### config.mk
export PLATFORM = sky130hd
export DESIGN_NAME = indexed_byte_list
export DESIGN_NICKNAME = d
export VERILOG_FILES = /design/src/rtl/ibl_pkg.sv /design/src/rtl/ibl_cell.sv /design/src/rtl/indexed_byte_list.sv
export SDC_FILE = /design/constraint.sdc
export NUM_CORES = 1
export LEC_CHECK = 0
export BUFFER_PORTS_ARGS = -buffer_cell sky130_fd_sc_hd__buf_2
export CELL_PAD_IN_SITES_DETAIL_PLACEMENT = 1
export CELL_PAD_IN_SITES_GLOBAL_PLACEMENT = 1
export CORE_MARGIN = 2
export CORE_UTILIZATION = 44
export DETAILED_ROUTE_END_ITERATION = 12
export HOLD_SLACK_MARGIN = 0.1
export PLACE_DENSITY_LB_ADDON = 0.1
export REMOVE_ABC_BUFFERS = 1
export SYNTH_ARGS = -nofsm -noshare
export SYNTH_HDL_FRONTEND = slang
export SYNTH_SLANG_ARGS = --single-unit
### constraint.sdc
create_clock -name clock -period 3.2 [get_ports clock]
set_input_delay 0.48 -clock clock [delete_from_list [all_inputs] [get_ports clock]]
set_output_delay 0.48 -clock clock [all_outputs]
set_load 0.005 [all_outputs]
### src/rtl/ibl_pkg.sv
// ibl_pkg: request modes, status codes and the per-cell command type
// shared by the indexed byte list cells and its top level; no dependencies
package ibl_pkg;

   localparam int POS_W   = 5;
   localparam int BYTE_W  = 8;
   localparam int MODE_W  = 3;
   localparam int STAT_W  = 2;

   localparam logic [MODE_W-1:0] MODE_INSERT = 3'd0;
   localparam logic [MODE_W-1:0] MODE_REMOVE = 3'd1;
   localparam logic [MODE_W-1:0] MODE_READ   = 3'd2;
   localparam logic [MODE_W-1:0] MODE_WRITE  = 3'd3;
   localparam logic [MODE_W-1:0] MODE_CLEAR  = 3'd4;

   localparam logic [STAT_W-1:0] ST_DONE  = 2'd0;
   localparam logic [STAT_W-1:0] ST_RANGE = 2'd1;
   localparam logic [STAT_W-1:0] ST_FULL  = 2'd2;

   typedef struct packed {
      logic              shift_up;
      logic              shift_down;
      logic              load;
      logic [POS_W-1:0]  position;
      logic [BYTE_W-1:0] value;
   } cell_cmd_type;

endpackage

### src/rtl/ibl_cell.sv
// ibl_cell: one list slot holding a byte, shifting to and from its neighbors
// depends on ibl_pkg for the command struct
module ibl_cell #(
   parameter int INDEX = 0,
   parameter int CMP_W = 5
) (
   input  logic                      clock,
   input  ibl_pkg::cell_cmd_type     cmd,
   input  logic [ibl_pkg::BYTE_W-1:0] left_data,
   input  logic [ibl_pkg::BYTE_W-1:0] right_data,
   output logic [ibl_pkg::BYTE_W-1:0] data,
   output logic [ibl_pkg::BYTE_W-1:0] read_data
);
   import ibl_pkg::*;

   logic [BYTE_W-1:0] entry_ff;
   logic [BYTE_W-1:0] entry_in;
   logic [CMP_W-1:0]  my_idx;
   logic [CMP_W-1:0]  pos;

   assign my_idx = CMP_W'(INDEX);
   assign pos    = CMP_W'(cmd.position);

   always_comb begin
      entry_in = entry_ff;
      priority if (cmd.shift_up) begin
         if (my_idx > pos) begin
            entry_in = left_data;
         end else if (my_idx == pos) begin
            entry_in = cmd.value;
         end
      end else if (cmd.shift_down) begin
         if (my_idx >= pos) begin
            entry_in = right_data;
         end
      end else if (cmd.load) begin
         if (my_idx == pos) begin
            entry_in = cmd.value;
         end
      end else begin
         entry_in = entry_ff;
      end
   end

   always_ff @(posedge clock) begin
      entry_ff <= entry_in;
   end

   assign data      = entry_ff;
   assign read_data = (my_idx == pos) ? entry_ff : '0;

endmodule

### src/rtl/indexed_byte_list.sv
// indexed_byte_list: ordered byte list kept in a row of shifting cells
// rsp_valid rises in the cycle after start; one request per cycle, busy stays low
// every cell compares its index with the position, so insert and remove shift all cells together
// synchronous reset empties the list; entry bytes are not cleared
// the receiver cannot stall, each result shows for exactly one cycle
// depends on ibl_pkg and ibl_cell
module indexed_byte_list #(
   parameter int CAPACITY = 16
) (
   input  logic                        clock,
   input  logic                        reset,
   input  logic                        start,
   output logic                        busy,
   input  logic [ibl_pkg::MODE_W-1:0]  req_mode,
   input  logic [ibl_pkg::POS_W-1:0]   req_position,
   input  logic [ibl_pkg::BYTE_W-1:0]  req_value,
   output logic                        rsp_valid,
   output logic [ibl_pkg::BYTE_W-1:0]  rsp_read_byte,
   output logic [ibl_pkg::POS_W-1:0]   rsp_count,
   output logic                        rsp_empty_res,
   output logic [ibl_pkg::STAT_W-1:0]  rsp_status
);
   import ibl_pkg::*;

   localparam int CNT_W = $clog2(CAPACITY + 1);
   localparam int CMP_W = (CNT_W > POS_W) ? CNT_W : POS_W;

   logic [CNT_W-1:0]  count_ff;
   logic [CNT_W-1:0]  count_in;
   logic              rsp_valid_ff;
   logic [BYTE_W-1:0] rsp_read_byte_ff;
   logic [BYTE_W-1:0] rsp_read_byte_in;
   logic [POS_W-1:0]  rsp_count_ff;
   logic              rsp_empty_ff;
   logic [STAT_W-1:0] rsp_status_ff;
   logic [STAT_W-1:0] rsp_status_in;

   logic              accept;
   logic [CMP_W-1:0]  pos_ext;
   logic [CMP_W-1:0]  cnt_ext;
   logic [CMP_W-1:0]  cap_ext;
   logic [BYTE_W-1:0] read_or;
   cell_cmd_type      cmd;

   logic [BYTE_W-1:0] cell_data [CAPACITY];
   logic [BYTE_W-1:0] cell_read [CAPACITY];

   assign busy    = 1'b0;
   assign accept  = start & ~busy;
   assign pos_ext = CMP_W'(req_position);
   assign cnt_ext = CMP_W'(count_ff);
   assign cap_ext = CMP_W'(CAPACITY);

   always_comb begin
      read_or = '0;
      for (int i = 0; i < CAPACITY; i++) begin
         read_or = read_or | cell_read[i];
      end
   end

   always_comb begin
      cmd.shift_up     = 1'b0;
      cmd.shift_down   = 1'b0;
      cmd.load         = 1'b0;
      cmd.position     = req_position;
      cmd.value        = req_value;
      count_in         = count_ff;
      rsp_status_in    = ST_DONE;
      rsp_read_byte_in = '0;
      unique case (req_mode)
         MODE_INSERT: begin
            if (pos_ext > cnt_ext) begin
               rsp_status_in = ST_RANGE;
            end else if (cnt_ext >= cap_ext) begin
               rsp_status_in = ST_FULL;
            end else begin
               cmd.shift_up = accept;
               count_in     = count_ff + CNT_W'(1);
            end
         end
         MODE_REMOVE: begin
            if (pos_ext >= cnt_ext) begin
               rsp_status_in = ST_RANGE;
            end else begin
               cmd.shift_down = accept;
               count_in       = count_ff - CNT_W'(1);
            end
         end
         MODE_READ: begin
            if (pos_ext >= cnt_ext) begin
               rsp_status_in = ST_RANGE;
            end else begin
               rsp_read_byte_in = read_or;
            end
         end
         MODE_WRITE: begin
            if (pos_ext >= cnt_ext) begin
               rsp_status_in = ST_RANGE;
            end else begin
               cmd.load = accept;
            end
         end
         MODE_CLEAR: begin
            count_in = '0;
         end
         default: begin
         end
      endcase
   end

   for (genvar g = 0; g < CAPACITY; g++) begin : g_cell
      logic [BYTE_W-1:0] left_data;
      logic [BYTE_W-1:0] right_data;
      if (g == 0) begin : g_first
         assign left_data = cell_data[g];
      end else begin : g_mid_left
         assign left_data = cell_data[g-1];
      end
      if (g == CAPACITY - 1) begin : g_last
         assign right_data = cell_data[g];
      end else begin : g_mid_right
         assign right_data = cell_data[g+1];
      end
      ibl_cell #(
         .INDEX (g),
         .CMP_W (CMP_W)
      ) u_cell (
         .clock      (clock),
         .cmd        (cmd),
         .left_data  (left_data),
         .right_data (right_data),
         .data       (cell_data[g]),
         .read_data  (cell_read[g])
      );
   end

   always_ff @(posedge clock) begin
      if (reset) begin
         count_ff     <= '0;
         rsp_valid_ff <= 1'b0;
      end else begin
         rsp_valid_ff <= accept;
         if (accept) begin
            count_ff <= count_in;
         end
      end
   end

   // result payload, taken with each transfer
   always_ff @(posedge clock) begin
      if (accept) begin
         rsp_read_byte_ff <= rsp_read_byte_in;
         rsp_count_ff     <= POS_W'(count_in);
         rsp_empty_ff     <= (count_in == '0);
         rsp_status_ff    <= rsp_status_in;
      end
   end

   assign rsp_valid     = rsp_valid_ff;
   assign rsp_read_byte = rsp_read_byte_ff;
   assign rsp_count     = rsp_count_ff;
   assign rsp_empty_res = rsp_empty_ff;
   assign rsp_status    = rsp_status_ff;

endmodule

==> impl_metrics.tcl <==
set metrics [dict create \
    status "completed" \
    via_per_inst 6.46 \
    ys_dominant_reg_cell "edfxtp_1" \
    hold_depth 2 \
    drive_gt1_frac 0.132 \
    hold_path_end "rsp_valid" \
    synth_area_um2 11100 \
    grt_pass1_wl_um 66900 \
    synth-edff-count 144 \
    hp-class "input port to flip-flop" \
    placed_cells 1641 \
    rsz0062_at_grt "no" \
    rr_startpoint "cnt_ext[3]" \
    cp_cell_sequence "inv_1, ha_1, nand4_2, nor3_2, a21oi_4, or3_4, buf_12, o32ai_1, nor2_1" \
    comb_power_share 0.141 \
    layout.cells.non_filler 1673 \
    hold_buffers 0 \
    rr_endpoint "g_cell[11].u_cell.data[6]" \
    yosysSeqAreaShare 0.400 \
    initial_core_util 0.445 \
    wl_per_cell_um 26.6 \
    drt_iter0_markers 1220 \
    synthTopCellsByArea "edfxtp_1 (39%), mux2i_1 (11%), a21oi_1 (8.6%)" \
    ys_ff_latch 150 \
    setup_violations 0 \
    postCtsResizedCells 0 \
    io_buffers 35 \
    crit_fanout 167 \
    synth_cell_types 64 \
    yosys.area.top_type "edfxtp_1" \
    p_clk_frac 0.417 \
    critPathKind "flip-flop to flip-flop" \
    critPathBufInv 2 \
    grt_max_degree 168 \
    num_vias 10800 \
    power_leakage_nw 4.76 \
    fin_nets 1356 \
    cts_root_buffer "clkbuf_16" \
    swShare 0.287 \
    netlist.area_leader.share 0.389 \
    critPathSlowestCell "dfxtp_1" \
    finalPower_mw 5.24 \
    rr_worst_depth 9 \
    min_period_over_period 0.938 \
    dieArea_um2 26500 \
    drt_first_pass_iters 6 \
    grt_pass1_vias 10400 \
    cp-start-kind "flip-flop" \
    die_h_um 163 \
    gp_congestion 0.966 \
    hold_viol 0 \
    netlist_instances 1318 \
    fin_worst_skew_ns 0.0103 \
    maxSlewViolCount 0 \
    drv_cap 0 \
    end_kind "flip-flop" \
    dr_wl_met2_um 20500 \
    antenna_found_initial 0 \
    io_pins 37 \
    place_hpwl_um 31000 \
    cts_sinks 150 \
    synthToLayoutAreaGrowth_pct 11.9 \
    highest_layer "met4" \
    ys_warn_count 0 \
    tritoncts "done" \
    tightest_slew_ns 0.722 \
    switchingPower_mw 1.50 \
    routed-wl-met3_um 2920 \
    htree_levels 4 \
    p_int_mw 3.73 \
    drc 0 \
    synth.avg_cell_area_um2 8.43 \
    ant_nets 0 \
    slowest_delay_ns 0.45 \
    die_w_um 163 \
    postCtsSetupRepairBufs 0 \
    critical-path-top-delay-family "simple AND/OR/NAND/NOR gates" \
    rows 58 \
    wl_met1_um 19800 \
    async_flop_share 0 \
    clk_pin_slew_worst_paths_ns 0.07 \
    regToRegSetupSlack_ns 0.20 \
    clock_path_buffers 2 \
    grtUsageTotal 0.338 \
    slew_headroom 0.518 \
    grt_overflow 0 \
    diodes 0 \
    period_needed_ns 3.00 \
    worstPathRequired_ns 3.38 \
    hp-start "reset" \
    max_freq_mhz 333 \
    cts-buffers-inserted 17 \
    ir_drop_mv 0.291 \
    totalWireLength_um 44500 \
    powerDensity_nw_per_um2 422 \
    insertion_delay_ns 0.44 \
    critical_path_arrival_ns 3.18 \
    core_um2 25000 \
    seqPwrFrac 0.442 \
]
==> layer usage <==
layer | track usage | up-vias
met3 | 0.0497 | 72
met5 | 0 | -
met1 | 0.476 | 5432
met4 | 0.109 | 0
met2 | 0.536 | 412
li1 | - | 4896
==> power groups by stage <==
stage | Sequential, mW | Combinational, mW | Clock, mW
5_1_grt | 2.32 | 0.806 | 2.27
3_3_place_gp | 2.35 | 0.706 | 0
4_1_cts | 2.31 | 0.729 | 2.20
6_report | 2.31 | 0.740 | 2.18
2_1_floorplan | 2.31 | 0.433 | 0
3_5_place_dp | 2.35 | 0.724 | 0
==> through the flow <==
stage / instance area [um2] / utilization / worst slack, ns / TNS, ns / hold WS [ns]
floorplan: 10600 / - / -2.58 / -413.88 / 0.520
global placement: 11800 / 0.473 / 0.138 / 0 / 0.615
detailed placement: 11800 / 0.473 / 0.148 / 0 / 0.606
CTS: 12400 / 0.498 / 0.215 / 0 / 0.307
global route: 12400 / 0.498 / 0.0227 / 0 / 0.315
finish: 12400 / 0.498 / 0.199 / 0 / 0.303
==> state kept, by name (all words and copies together) (netlist names) <==
name and count:
rsp_read_byte 8, rsp_count 5, rsp_valid 1, rsp_empty_res 1, cnt_ext 5, g_cell.u_cell.data 128
rsp_status 2
==> worst reg2reg max path, delay by kind of cell (launching register included) <==
family	cells	cell delay, ns
flip-flops	1	0.45
AND/OR/NAND/NOR	4	1.01
AO/OA/AOI/OAI	2	0.53
buffers and inverters	2	0.41
adder cells (fa/ha/maj)	1	0.36
==> synthesized netlist by cell type (3+ instances only) <==
cell	n
o21ai_0	119
nor2_1	207
a221oi_1	14
nand2b_1	5
o211ai_1	42
mux2_4	8
a22oi_1	31
a222oi_1	4
dfxtp_1	6
buf_2	35
o21a_1	3
a22o_1	12
mux2i_1	123
or2_2	4
clkbuf_1	69
a31oi_1	5
buf_1	8
nand3_1	9
inv_1	10
nor4_1	6
ha_1	7
or3_1	9
and3_1	8
a211oi_1	7
mux2_2	9
nor2b_1	3
a21oi_1	190
nand2_1	149
nor3_1	12
a21o_1	9
nor2_2	5
edfxtp_1	144
nand4_1	7
==> layout by cell type (no fill, tap or decap), types with 12 or more instances in the layout <==
cell and count:
o21ai_0 119, mux2i_1 123, edfxtp_1 144, o211ai_1 42
a22oi_1 31, buf_4 69, buf_2 35, nand2_1 149
a21oi_1 190, clkbuf_16 17, nor2_1 207, a22o_1 12
a221oi_1 14
==> cells by family (layout without fill, tap and decap cells) <==
logic type	after synthesis	count (layout)	synth area share
adders and majority gates	7	7	0.00789
DFF	150	150	0.400
buffers and inverters	125	150	0.0475
AOI/OAI and AO/OA	459	459	0.247
other	1	1	0.000338
muxes	140	140	0.131
and+or+nand+nor	436	436	0.166
==> area by class of cell <==
class,count,area [um2]
Timing Repair Buffer,108,773
Fill cell,2984,12500
Multi-Input combinational cell,1043,6150
Inverter,10,37.5
Clock inverter,13,171
Tap cell,330,413
Sequential cell,150,4440
Clock buffer,19,433
==> worst max path at each step <==
stage / startpoint / end / slack (ns) / depth (start not counted)
after global placement: req_position[4] / g_cell[15].u_cell.data[5] / 0.14 / 8
after floorplan: cnt_ext[4] / g_cell[8].u_cell.data[0] / -2.58 / 7
after detailed placement: req_position[2] / g_cell[15].u_cell.data[7] / 0.15 / 8
after global routing: cnt_ext[3] / g_cell[11].u_cell.data[6] / 0.02 / 9
after CTS: cnt_ext[3] / g_cell[11].u_cell.data[6] / 0.22 / 9
final: cnt_ext[3] / g_cell[11].u_cell.data[6] / 0.20 / 9
(Power assumes the default switching activity.)
